<file path="config.mk">
export PLATFORM = sky130hd
export DESIGN_NAME = keyed_motor_pwm_controller_unit
export DESIGN_NICKNAME = d
export VERILOG_FILES = /design/src/sv/kmpc_pkg.sv /design/src/sv/keyed_motor_pwm_controller_unit.sv
export SDC_FILE = /design/constraint.sdc
export NUM_CORES = 1
export LEC_CHECK = 0
export ABC_AREA = 1
export BUFFER_PORTS_ARGS = -buffer_cell sky130_fd_sc_hd__clkbuf_2
export CAP_MARGIN = 10
export CELL_PAD_IN_SITES_DETAIL_PLACEMENT = 0
export CELL_PAD_IN_SITES_GLOBAL_PLACEMENT = 1
export CORE_ASPECT_RATIO = 0.75
export CORE_MARGIN = 2
export CORE_UTILIZATION = 50
export CTS_CLUSTER_DIAMETER = 120
export DETAILED_ROUTE_END_ITERATION = 10
export MAX_ROUTING_LAYER = met4
export PLACE_DENSITY = 0.91
export SLEW_MARGIN = 20
export SYNTH_ARGS = -nofsm -noshare
export SYNTH_HDL_FRONTEND = slang
export SYNTH_SLANG_ARGS = --single-unit
</file>
<file path="constraint.sdc">
create_clock -name clk -period 10.37 [get_ports clk]
set_clock_uncertainty 0.05 [all_clocks]
set_input_delay 1.037 -clock clk [delete_from_list [all_inputs] [get_ports clk]]
set_output_delay 1.037 -clock clk [all_outputs]
set_load 0.02 [all_outputs]
</file>
<file path="src/sv/kmpc_pkg.sv">
// Package for the keyed motor PWM controller: mode and command codes, register
// indexes, reset values and timing constants. No dependencies.
`default_nettype none

package kmpc_pkg;

	// Timing and sample constants
	localparam int TICKS_PER_MS    = 5;
	localparam int MS_PER_SECOND   = 1000;
	localparam int MEDIUM_BLINK_MS = 200;
	localparam int SLOW_BLINK_MS   = 500;
	localparam int ADC_BITS        = 10;

	localparam int LEVEL_W = 10;
	localparam int TIMEOUT_W = 16;
	localparam int DUTY_W = 8;
	localparam int MS_W = 10;
	localparam int DIV_W = 3;
	localparam int CFG_INDEX_W = 4;
	localparam int CFG_DATA_W = 16;

	// Count of multiples of each blink period that fit in the millisecond counter
	localparam int MEDIUM_HITS = 1023 / MEDIUM_BLINK_MS + 1;
	localparam int SLOW_HITS   = 1023 / SLOW_BLINK_MS + 1;

	localparam logic [LEVEL_W-1:0] ADC_MASK = LEVEL_W'((1 << ADC_BITS) - 1);
	localparam logic [DUTY_W-1:0] DUTY_OFF = 8'hFF;
	localparam logic [TIMEOUT_W-1:0] SECONDS_MAX = 16'hFFFF;

	// Register reset values
	localparam logic [LEVEL_W-1:0] MODE_KEY_RST = 10'd605;
	localparam logic [LEVEL_W-1:0] FWD_KEY_RST = 10'd344;
	localparam logic [LEVEL_W-1:0] REV_KEY_RST = 10'd186;
	localparam logic [LEVEL_W-1:0] WINDOW_RST = 10'd50;
	localparam logic [TIMEOUT_W-1:0] TIMEOUT_RST = 16'd360;
	localparam logic [DUTY_W-1:0] FAST_DUTY_RST = 8'h00;
	localparam logic [DUTY_W-1:0] MEDIUM_DUTY_RST = 8'h3F;
	localparam logic [DUTY_W-1:0] SLOW_DUTY_RST = 8'h7F;

	typedef enum logic [1:0] {
		SPEED_FAST   = 2'd0,
		SPEED_MEDIUM = 2'd1,
		SPEED_SLOW   = 2'd2
	} mode_t;

	typedef enum logic {
		CMD_TICK   = 1'b0,
		CMD_SAMPLE = 1'b1
	} cmd_t;

	typedef enum logic [CFG_INDEX_W-1:0] {
		REG_MODE_KEY    = 4'd0,
		REG_FWD_KEY     = 4'd1,
		REG_REV_KEY     = 4'd2,
		REG_WINDOW      = 4'd3,
		REG_TIMEOUT     = 4'd4,
		REG_FAST_DUTY   = 4'd5,
		REG_MEDIUM_DUTY = 4'd6,
		REG_SLOW_DUTY   = 4'd7
	} reg_idx_t;

endpackage

`default_nettype wire

</file>
<file path="src/sv/keyed_motor_pwm_controller_unit.sv">
// Keyed motor PWM controller: input register, state update and result handshake.
// Depends on kmpc_pkg.
`default_nettype none

// Takes one item per cycle: a timer tick or a keypad ADC sample (s_tuser selects).
// Each item yields one result: it is held in the input register, then the state
// update is registered, and the result is taken straight from the state registers
// onto m_tdata. The only loop is the state update, so a stream of back-to-back
// items runs at one per cycle while m_tready stays high. Key levels, window, idle
// timeout and the three mode duties are written through cfg_we/cfg_index/cfg_data;
// the user must write them only while no item is in flight, which the block does
// not enforce; indexes above 7 are ignored. After reset the mode is medium, both
// duties are off (255) and the LED is dark.
module keyed_motor_pwm_controller_unit (
	input  wire logic        clk,
	input  wire logic        arst_n,
	input  wire logic        s_tvalid,
	output      logic        s_tready,
	input  wire logic [15:0] s_tdata,   // [9:0] adc_value, [15:10] zero
	input  wire logic [0:0]  s_tuser,   // [0] command (0 tick, 1 sample)
	output      logic        m_tvalid,
	input  wire logic        m_tready,
	output      logic [23:0] m_tdata,   // [7:0] forward_duty, [15:8] reverse_duty,
	                                    // [16] led_on, [17] power_off,
	                                    // [19:18] current_mode, [23:20] zero
	input  wire logic        cfg_we,
	input  wire logic [kmpc_pkg::CFG_INDEX_W-1:0] cfg_index,
	input  wire logic [kmpc_pkg::CFG_DATA_W-1:0]  cfg_data
);

	// Configuration registers
	logic [kmpc_pkg::LEVEL_W-1:0]   mode_key_q, fwd_key_q, rev_key_q, window_q;
	logic [kmpc_pkg::TIMEOUT_W-1:0] timeout_q;
	logic [kmpc_pkg::DUTY_W-1:0]    fast_duty_q, medium_duty_q, slow_duty_q;

	// Block state
	logic [kmpc_pkg::DIV_W-1:0]     tick_div_q;
	logic [kmpc_pkg::MS_W-1:0]      ms_q;
	logic [kmpc_pkg::TIMEOUT_W-1:0] idle_sec_q;
	kmpc_pkg::mode_t                mode_q;
	logic                           mode_held_q;
	logic [kmpc_pkg::DUTY_W-1:0]    fwd_cmp_q, rev_cmp_q;
	logic                           led_q, power_cut_q;

	// Input register and result handshake
	logic                         valid_s1;
	kmpc_pkg::cmd_t               cmd_s1;
	logic [kmpc_pkg::LEVEL_W-1:0] adc_s1;
	logic                         out_valid_q;
	logic                         advance;

	// Next-state values
	logic [kmpc_pkg::DIV_W-1:0]     tick_div_d;
	logic [kmpc_pkg::MS_W-1:0]      ms_d;
	logic [kmpc_pkg::TIMEOUT_W-1:0] idle_sec_d;
	kmpc_pkg::mode_t                mode_d;
	logic                           mode_held_d;
	logic [kmpc_pkg::DUTY_W-1:0]    fwd_cmp_d, rev_cmp_d;
	logic                           led_d, power_cut_d;

	logic [kmpc_pkg::LEVEL_W-1:0] sample;
	logic                         hit_mode, hit_fwd, hit_rev;
	logic                         medium_hit, slow_hit;
	logic [kmpc_pkg::DUTY_W-1:0]  mode_duty;

	function automatic logic key_match(
		input logic [kmpc_pkg::LEVEL_W-1:0] s,
		input logic [kmpc_pkg::LEVEL_W-1:0] level,
		input logic [kmpc_pkg::LEVEL_W-1:0] window
	);
		logic [kmpc_pkg::LEVEL_W-1:0] span;
		span = (s >= level) ? (s - level) : (level - s);
		return span <= window;
	endfunction

	assign advance  = valid_s1 && (!out_valid_q || m_tready);
	assign s_tready = !valid_s1 || advance;
	assign m_tvalid = out_valid_q;
	assign m_tdata  = {4'd0, mode_q, power_cut_q, led_q, rev_cmp_q, fwd_cmp_q};

	assign sample   = adc_s1 & kmpc_pkg::ADC_MASK;
	assign hit_mode = key_match(sample, mode_key_q, window_q);
	assign hit_fwd  = key_match(sample, fwd_key_q, window_q);
	assign hit_rev  = key_match(sample, rev_key_q, window_q);

	// Duty of the mode after any mode step on this sample
	always_comb begin
		unique case (mode_d)
			kmpc_pkg::SPEED_FAST:   mode_duty = fast_duty_q;
			kmpc_pkg::SPEED_MEDIUM: mode_duty = medium_duty_q;
			default:                mode_duty = slow_duty_q;
		endcase
	end

	// Blink points: the incremented count equals a multiple of the blink period
	always_comb begin
		logic [kmpc_pkg::MS_W-1:0] ms_inc;
		ms_inc = ms_q + 1'b1;
		medium_hit = 1'b0;
		slow_hit = 1'b0;
		for (int k = 0; k < kmpc_pkg::MEDIUM_HITS; k++) begin
			if (ms_inc == kmpc_pkg::MS_W'(k * kmpc_pkg::MEDIUM_BLINK_MS))
				medium_hit = 1'b1;
		end
		for (int k = 0; k < kmpc_pkg::SLOW_HITS; k++) begin
			if (ms_inc == kmpc_pkg::MS_W'(k * kmpc_pkg::SLOW_BLINK_MS))
				slow_hit = 1'b1;
		end
	end

	always_comb begin
		logic [kmpc_pkg::DIV_W-1:0] div_inc;
		div_inc     = tick_div_q + 1'b1;
		tick_div_d  = tick_div_q;
		ms_d        = ms_q;
		idle_sec_d  = idle_sec_q;
		mode_d      = mode_q;
		mode_held_d = mode_held_q;
		fwd_cmp_d   = fwd_cmp_q;
		rev_cmp_d   = rev_cmp_q;
		led_d       = led_q;
		power_cut_d = power_cut_q;
		if (cmd_s1 == kmpc_pkg::CMD_SAMPLE) begin
			if (hit_mode) begin
				if (!mode_held_q) begin
					unique case (mode_q)
						kmpc_pkg::SPEED_FAST:   mode_d = kmpc_pkg::SPEED_MEDIUM;
						kmpc_pkg::SPEED_MEDIUM: mode_d = kmpc_pkg::SPEED_SLOW;
						default:                mode_d = kmpc_pkg::SPEED_FAST;
					endcase
				end
				mode_held_d = 1'b1;
			end else begin
				mode_held_d = 1'b0;
			end
			// Forward wins when both drive windows match
			priority if (hit_fwd) begin
				fwd_cmp_d  = mode_duty;
				idle_sec_d = '0;
			end else if (hit_rev) begin
				rev_cmp_d  = mode_duty;
				idle_sec_d = '0;
			end else begin
				fwd_cmp_d = kmpc_pkg::DUTY_OFF;
				rev_cmp_d = kmpc_pkg::DUTY_OFF;
			end
		end else begin
			tick_div_d = div_inc;
			if (div_inc >= kmpc_pkg::DIV_W'(kmpc_pkg::TICKS_PER_MS)) begin
				tick_div_d = '0;
				ms_d = ms_q + 1'b1;
				unique case (mode_q)
					kmpc_pkg::SPEED_FAST:   led_d = 1'b1;
					kmpc_pkg::SPEED_MEDIUM: led_d = led_q ^ medium_hit;
					default:                led_d = led_q ^ slow_hit;
				endcase
			end
			if (ms_d >= kmpc_pkg::MS_W'(kmpc_pkg::MS_PER_SECOND)) begin
				ms_d = '0;
				if (idle_sec_q != kmpc_pkg::SECONDS_MAX)
					idle_sec_d = idle_sec_q + 1'b1;
			end
			if (idle_sec_d >= timeout_q)
				power_cut_d = 1'b1;
		end
	end

	always_ff @(posedge clk or negedge arst_n) begin
		if (!arst_n) begin
			mode_key_q    <= kmpc_pkg::MODE_KEY_RST;
			fwd_key_q     <= kmpc_pkg::FWD_KEY_RST;
			rev_key_q     <= kmpc_pkg::REV_KEY_RST;
			window_q      <= kmpc_pkg::WINDOW_RST;
			timeout_q     <= kmpc_pkg::TIMEOUT_RST;
			fast_duty_q   <= kmpc_pkg::FAST_DUTY_RST;
			medium_duty_q <= kmpc_pkg::MEDIUM_DUTY_RST;
			slow_duty_q   <= kmpc_pkg::SLOW_DUTY_RST;
		end else if (cfg_we) begin
			unique case (cfg_index)
				kmpc_pkg::REG_MODE_KEY:    mode_key_q <= cfg_data[kmpc_pkg::LEVEL_W-1:0];
				kmpc_pkg::REG_FWD_KEY:     fwd_key_q <= cfg_data[kmpc_pkg::LEVEL_W-1:0];
				kmpc_pkg::REG_REV_KEY:     rev_key_q <= cfg_data[kmpc_pkg::LEVEL_W-1:0];
				kmpc_pkg::REG_WINDOW:      window_q <= cfg_data[kmpc_pkg::LEVEL_W-1:0];
				kmpc_pkg::REG_TIMEOUT:     timeout_q <= cfg_data;
				kmpc_pkg::REG_FAST_DUTY:   fast_duty_q <= cfg_data[kmpc_pkg::DUTY_W-1:0];
				kmpc_pkg::REG_MEDIUM_DUTY: medium_duty_q <= cfg_data[kmpc_pkg::DUTY_W-1:0];
				kmpc_pkg::REG_SLOW_DUTY:   slow_duty_q <= cfg_data[kmpc_pkg::DUTY_W-1:0];
				default: ; // drop writes beyond the register list
			endcase
		end
	end

	always_ff @(posedge clk or negedge arst_n) begin
		if (!arst_n) begin
			valid_s1    <= 1'b0;
			out_valid_q <= 1'b0;
			tick_div_q  <= '0;
			ms_q        <= '0;
			idle_sec_q  <= '0;
			mode_q      <= kmpc_pkg::SPEED_MEDIUM;
			mode_held_q <= 1'b0;
			fwd_cmp_q   <= kmpc_pkg::DUTY_OFF;
			rev_cmp_q   <= kmpc_pkg::DUTY_OFF;
			led_q       <= 1'b0;
			power_cut_q <= 1'b0;
		end else begin
			if (s_tready)
				valid_s1 <= s_tvalid;
			if (advance) begin
				out_valid_q <= 1'b1;
				tick_div_q  <= tick_div_d;
				ms_q        <= ms_d;
				idle_sec_q  <= idle_sec_d;
				mode_q      <= mode_d;
				mode_held_q <= mode_held_d;
				fwd_cmp_q   <= fwd_cmp_d;
				rev_cmp_q   <= rev_cmp_d;
				led_q       <= led_d;
				power_cut_q <= power_cut_d;
			end else if (m_tready) begin
				out_valid_q <= 1'b0;
			end
		end
	end

	// Input payload register: hold while the stage is stalled
	always_ff @(posedge clk) begin
		if (s_tready && s_tvalid) begin
			cmd_s1 <= kmpc_pkg::cmd_t'(s_tuser[0]);
			adc_s1 <= s_tdata[kmpc_pkg::LEVEL_W-1:0];
		end
	end

	// Checks
	a_power_latch: assert property (@(posedge clk) disable iff (!arst_n)
		power_cut_q |=> power_cut_q)
		else $error("power-off latch cleared");

	a_result_held: assert property (@(posedge clk) disable iff (!arst_n)
		out_valid_q && !m_tready |=> $stable(m_tdata) && out_valid_q)
		else $error("result changed while stalled");

	a_stage_held: assert property (@(posedge clk) disable iff (!arst_n)
		valid_s1 && !advance |=> valid_s1 && $stable(adc_s1) && $stable(cmd_s1))
		else $error("input stage lost a transaction");

	a_div_range: assert property (@(posedge clk) disable iff (!arst_n)
		tick_div_q < kmpc_pkg::DIV_W'(kmpc_pkg::TICKS_PER_MS))
		else $error("tick divider out of range");

	a_ms_range: assert property (@(posedge clk) disable iff (!arst_n)
		ms_q < kmpc_pkg::MS_W'(kmpc_pkg::MS_PER_SECOND))
		else $error("millisecond count out of range");

endmodule

`default_nettype wire

</file>
# ---- Word level (Yosys, flattened, before mapping)
# Index checks and enable logic that the tools add are counted.
dict set report totals {
  ff_bits 143
  output_inout_bits 26
  elab_cells 120
  inputBits 42
}
dict set report op_classes {
  muxes 33
  eq_ne 18
  n_lt_le_gt_ge 9
  n_reduce_logical 26
  bitwise_logic 4
  addsub 9
}
# operator n
set op_table {}
lappend op_table {{2-to-1 mux 16 bit} 6}
lappend op_table {{2-to-1 mux 10 bit} 6}
lappend op_table {{subtractor 10 bit} 6}
lappend op_table {{equality test 10 bit, second input constant} 3}
lappend op_table {{greater-or-equal comparator 10 bit} 3}
lappend op_table {{less-or-equal comparator 10 bit} 3}
lappend op_table {{2-to-1 mux 8 bit} 3}
lappend op_table {{AND reduction 2 bit} 11}
lappend op_table {{equality test 10 x 9 -> 1 bit, second input constant} 2}
lappend op_table {{adder 16 x 1 -> 16 bit, second input constant} 1}
lappend op_table {{equality test 4 x 3 -> 1 bit, second input constant} 4}
lappend op_table {{greater-or-equal comparator 16 bit} 1}
lappend op_table {{!= test 16 bit, second input constant} 1}
lappend op_table {{one-hot mux 8 bit (2 select lines)} 1}
lappend op_table {{AND reduction 3 bit} 4}
lappend op_table {{2-to-1 mux 1 bit} 11}
lappend op_table {{adder 10 x 1 -> 10 bit, second input constant} 1}
lappend op_table {{equality test 10 x 8 -> 1 bit, second input constant} 1}
lappend op_table {{greater-or-equal comparator 10 bit, second input constant} 1}
lappend op_table {{logical NOT 10 bit} 1}
lappend op_table {{equality test 4 x 2 -> 1 bit, second input constant} 2}
lappend op_table {{2-to-1 mux 2 bit} 3}
lappend op_table {{equality test 2 x 1 -> 1 bit, second input constant} 2}
lappend op_table {{equality test 4 x 1 -> 1 bit, second input constant} 1}
lappend op_table {{other kinds (15)} 21}

# ---- Depth between registers and ports, before layout
dict set report depth {
  ltp_word 10
  ltp_mapped 27
}

# ---- Worst setup path after synthesis
# Ideal clock, no wire load.
dict set report synth_timing {
  kind {flip-flop to flip-flop}
  from {reg mode_key_q[6] in the netlist's numbering}
  to {reg rev_cmp_q[0] in the netlist's numbering}
  setup_slack_ns 6.603
  setup_ns 0.078
  t_arrival_ns 3.640
  synth_period_minus_slack_ns 3.767
  stages_incl_launch_ff 25
  path_cell_list {dfstp_2 > inv_1 > ha_1 > clkbuf_1 > nand2_1 > nor2_1 > nand4_1 > o2111ai_2 > buf_2 > nand2_1 > o21ai_1 > inv_1 > ha_1 > nand2_1 > nor2_1 > nand3_1 > nand3_1 > nand2_1 > nand2_1 > nand2_1 > nand2_1 > inv_1 > nand3_1 > nand3_1 > o21a_1}
}
dict set report synth_between {
  elab_chain_len 8
}
# item line
set synth_rtl {}
lappend synth_rtl {{start: declaration} keyed_motor_pwm_controller_unit.sv:32} ;# logic [kmpc_pkg::LEVEL_W-1:0] mode_key_q, fwd_key_q, rev_key_q, window_q;
lappend synth_rtl {{start signal: assignment} keyed_motor_pwm_controller_unit.sv:170} ;# mode_key_q <= kmpc_pkg::MODE_KEY_RST;
lappend synth_rtl {{start signal: assignment} keyed_motor_pwm_controller_unit.sv:180} ;# kmpc_pkg::REG_MODE_KEY: mode_key_q <= cfg_data[kmpc_pkg::LEVEL_W-1:0];
lappend synth_rtl {{subtractor 10 bit / greater-or-equal comparator 10 bit (equally long branches)} keyed_motor_pwm_controller_unit.sv:72} ;# span = (s >= level) ? (s - level) : (level - s);
lappend synth_rtl {{2-to-1 mux 10 bit *} keyed_motor_pwm_controller_unit.sv:72}
lappend synth_rtl {{less-or-equal comparator 10 bit *} keyed_motor_pwm_controller_unit.sv:73} ;# return span <= window;
lappend synth_rtl {{2-to-1 mux 2 bit *} keyed_motor_pwm_controller_unit.sv:124} ;# if (hit_mode) begin
lappend synth_rtl {{2-to-1 mux 2 bit *} keyed_motor_pwm_controller_unit.sv:123} ;# if (cmd_s1 == kmpc_pkg::CMD_SAMPLE) begin
lappend synth_rtl {{equality test 2 x 1 -> 1 bit / logical NOT 2 bit (equally long branches)} keyed_motor_pwm_controller_unit.sv:88} ;# unique case (mode_d)
lappend synth_rtl {{one-hot mux 8 bit (2 select lines) *} keyed_motor_pwm_controller_unit.sv:88}
lappend synth_rtl {{2-to-1 mux 8 bit *} keyed_motor_pwm_controller_unit.sv:140} ;# end else if (hit_rev) begin
lappend synth_rtl {{end signal: assignment} keyed_motor_pwm_controller_unit.sv:203} ;# rev_cmp_q <= kmpc_pkg::DUTY_OFF;
lappend synth_rtl {{end signal: assignment} keyed_motor_pwm_controller_unit.sv:217} ;# rev_cmp_q <= rev_cmp_d;
lappend synth_rtl {{end: declaration} keyed_motor_pwm_controller_unit.sv:42} ;# logic [kmpc_pkg::DUTY_W-1:0] fwd_cmp_q, rev_cmp_q;
# Mark *: on every way between the ends. The rest lies on a longest branch, timed or not.
# A chain may end at the register's enable or synchronous reset.

# ---- Worst setup path after layout
dict set report layout_timing {
  from {reg adc_s1[1] in the netlist's numbering}
  to {reg rev_cmp_q[3] in the netlist's numbering}
}
dict set report layout_between {
  elab_chain_len 8
}
# item line
set layout_rtl {}
lappend layout_rtl {{start: declaration} keyed_motor_pwm_controller_unit.sv:48} ;# logic [kmpc_pkg::LEVEL_W-1:0] adc_s1;
lappend layout_rtl {{start signal: assignment} keyed_motor_pwm_controller_unit.sv:230} ;# adc_s1 <= s_tdata[kmpc_pkg::LEVEL_W-1:0];
lappend layout_rtl {{subtractor 10 bit / greater-or-equal comparator 10 bit (equally long branches)} keyed_motor_pwm_controller_unit.sv:72}
lappend layout_rtl {{2-to-1 mux 10 bit} keyed_motor_pwm_controller_unit.sv:72}
lappend layout_rtl {{less-or-equal comparator 10 bit} keyed_motor_pwm_controller_unit.sv:73}
lappend layout_rtl {{2-to-1 mux 2 bit} keyed_motor_pwm_controller_unit.sv:124}
lappend layout_rtl {{2-to-1 mux 2 bit} keyed_motor_pwm_controller_unit.sv:123}
lappend layout_rtl {{equality test 2 x 1 -> 1 bit / logical NOT 2 bit (equally long branches)} keyed_motor_pwm_controller_unit.sv:88}
lappend layout_rtl {{one-hot mux 8 bit (2 select lines)} keyed_motor_pwm_controller_unit.sv:88}
lappend layout_rtl {{2-to-1 mux 8 bit} keyed_motor_pwm_controller_unit.sv:140}
# Parallel ways exist; a longest one is shown, timed or not.

==> metrics.yaml <==
finalHoldViolations: 0
rsz0062_at_grt: "false"
max_freq_ghz: 0.2048
fillCellCount: 2067
place_ws_ns: 5.563
fin_cells: 1789
dr.pass1.iters: 6
cts_setup_buffers: 0
io_pins: 68
wirelength_um: 29110
chipHeight_um: 131.3
layout_commonest_cell: "nand2_1"
syn_inst: 1448
maxCapViolations: 0
wire_per_inst_um: 16.27
initialDrtViolationCount: 881
syn_to_final_growth_pct: 9.614
crit_arrival_ns: 5.20
pwr-share-clk: 0.229
portBuffers: 57
synth_top_cell_by_area: "dfrtp_1"
drc_errors: 0
cpMostUsedCell: "nand2_1"
whs_ns: 0.4104
clockRootBuffer: "clkbuf_16"
hp-class: "register to register"
worst_slack_ns: 5.488
cts_resized: 0
grtUsageTotal: 0.2661
ant_nets: 0
p_sw_frac: 0.4384
grt_start_max_net_pins: 75
vias: 9658
insertion_delay_ns: 0.44
synthDistinctLibCells: 50
tightest_slew_ns: 1.048
yosys-top-cells-area: "dfrtp_1 (19%), dfstp_2 (13%), ha_1 (13%)"
grt_antenna_before_repair: 0
numCtsBuffers: 17
yosysTopAreaCellShare: 0.1853
clock_sinks: 143
htree_levels: 4
dp_cells: 1755
fp.dieArea_mm2: 0.02281
worstPathCellList: "inv_1, ha_1, a21oi_1, o21ai_0, a21oi_1, o211ai_1, xnor2_1, inv_1, o21ai_1, inv_1, ha_1, nand2_1, nor2_1, nand3_1, nand3_1, nand2_1, nand2_1, nand2_1, nand2_1, inv_1, nand3_1, nand3_1, o21a_1"
clk_path_buf_depth: 2
cp_slowest_stage_delay_ns: 0.65
relSlewSlack: 0.2998
yosys_warnings: 0
p_leak_nw: 6.066
criticalPathCategory: "register to register"
grt_pass1_wl_um: 46570
power.switching_w: 0.001183
power_density_mw_per_mm2: 227.8
grt_overflow: 0
intPower_w: 0.001515
initial_utilization: 0.5100
p_total_w: 0.002698
p_comb_frac: 0.462
worst-path-max-fanout: 10
r2r_cells: 23
place.gp.congestion: 0.9492
clk_pin_slew_ns: 0.06
cts_hold_buffers: 0
rows: 46
min_delay_path_depth: 1
layout.nets: 1642
required_ns: 10.69
hpwl_um: 21710
setup_tns_ns: 0
status: "completed"
ir_worst_vdd_v: 0.0001860
finalSetupViolations: 0
grt_pass1_vias: 8665
die_x_um: 173.7
ys_seq_area_frac: 0.3424
via_per_inst: 5.399
synth_area_per_cell_um2: 7.461
synth_seq_cells: 143
cp_slowest_cell: "edfxtp_1"
mostFrequentLayoutCells: "nand2_1 (343), inv_1 (229), o21ai_0 (136)"
coreArea_mm2: 0.02118
syn-cell-area_mm2: 0.01080
finalMaxSlewViolations: 0
cp-start-kind: "register"
cts_tree: "built"
final.min_clock_period_ns: 4.882
end_kind: "register"
power_frac_seq: 0.309
timing.final.crit_share: 0.4708
drive_gt1_frac: 0.1194
-- synthesized netlist by cell type (all sizes together) --
| master | instances |
|---|---|
| xor2 | 36 |
| mux2 | 1 |
| a21o | 6 |
| xnor2 | 12 |
| conb | 1 |
| mux2i | 7 |
| o21ai | 150 |
| o21a | 10 |
| o21bai | 4 |
| nand4 | 11 |
| fa | 6 |
| o2111ai | 5 |
| inv | 230 |
| clkbuf | 25 |
| nor2 | 81 |
| o211ai | 13 |
| a311oi | 1 |
| o31ai | 1 |
| a211oi | 2 |
| nor4 | 3 |
| nand3 | 99 |
| nand2 | 358 |
| o221ai | 1 |
| dfstp | 52 |
| a21oi | 86 |
| nor3 | 11 |
| buf | 21 |
| edfxtp | 11 |
| dfrtp | 80 |
| or2 | 7 |
| ha | 108 |
| nand3b | 1 |
| a221oi | 6 |
| a31oi | 1 |
| clkinv | 1 |
-- critical path, delay by kind of cell, from the launching register on --
family / cells / cell delay [ns]
compound gates: 6 / 1.12
xor+xnor: 1 / 0.16
fa+ha+maj: 2 / 0.57
buf+inv: 4 / 0.73
flops: 1 / 0.65
simple gates: 10 / 1.52
-- metrics by stage --
| step | area, µm² | util |
|---|---|---|
| after detailed placement | 11250 | 0.5310 |
| after CTS | 11840 | 0.5588 |
| after global placement | 11250 | 0.5310 |
| after floorplan | 10810 | - |
| final | 11840 | 0.5591 |
| after global routing | 11840 | 0.5588 |
-- logic make-up (layout without fill, tap and decap cells) --
logic type,Yosys count,in the layout,share of synthesized area
simple gates,571,571,0.2232
compound gates,286,286,0.1467
buf+inv,277,325,0.1040
flops,143,143,0.3424
fa+ha+maj,114,114,0.1362
xor+xnor,48,48,0.03961
mux,8,8,0.007529
other cells,1,6,0.0003471
-- flip-flops by register name (all words and copies together), names as in the netlist, 2 cells and up --
signal         flops
idle_sec_q        16
timeout_q         16
adc_s1            10
fwd_key_q         10
mode_key_q        10
ms_q              10
rev_key_q         10
window_q          10
fast_duty_q        8
fwd_cmp_q          8
medium_duty_q      8
rev_cmp_q          8
slow_duty_q        8
tick_div_q         3
mode_q             2
-- final timing paths --
| check | start | to | slack, ns |
|---|---|---|---|
| min | power_cut_q$_DFFE_PN0P_ | power_cut_q$_DFFE_PN0P_ | 0.41 |
| max | adc_s1[1]$_DFFE_PP_ | rev_cmp_q[3]$_DFFE_PN1P_ | 5.49 |
| max reg2reg | adc_s1[1]$_DFFE_PP_ | rev_cmp_q[3]$_DFFE_PN1P_ | 5.49 |
| min reg2reg | power_cut_q$_DFFE_PN0P_ | power_cut_q$_DFFE_PN0P_ | 0.41 |
| max in group asynchronous | arst_n | idle_sec_q[1]$_DFFE_PN0P_ | 8.39 |
| min in group asynchronous | arst_n | m_tvalid$_DFFE_PN0P_ | 0.51 |
-- cell type report --
type                       count  area [µm²]  area share
inverter                     231       867.1     0.07322
timing repair buffer          62       329.1     0.02779
clock inverter                12       121.4     0.01025
multi-input combinational   1031        5992      0.5060
sequential                   143        3699      0.3123
clock buffer                  20       467.9     0.03952
antenna                        2       5.005   0.0004227
tap                          288       360.3     0.03043
-- power groups by stage --
stage | Sequential [W] | Combinational [W] | Clock (W)
finish | 0.000834 | 0.00125 | 0.000618
global route | 0.000850 | 0.00142 | 0.000649
CTS | 0.000833 | 0.00124 | 0.000621
detailed placement | 0.000840 | 0.00123 | 0
global placement | 0.000836 | 0.00121 | 0
floorplan | 0.000850 | 0.000884 | 0
-- per-layer routing --
metal,wire [µm],vias to the layer above,global-route usage,share of wire
li1,-,4761,-,-
met1,14650,4555,0.4073,0.50
met2,11760,320,0.3521,0.40
met3,2377,22,0.06279,0.082
met4,323,0,0.05602,0.011
met5,0,-,-,0
(Power assumes the default switching activity.)
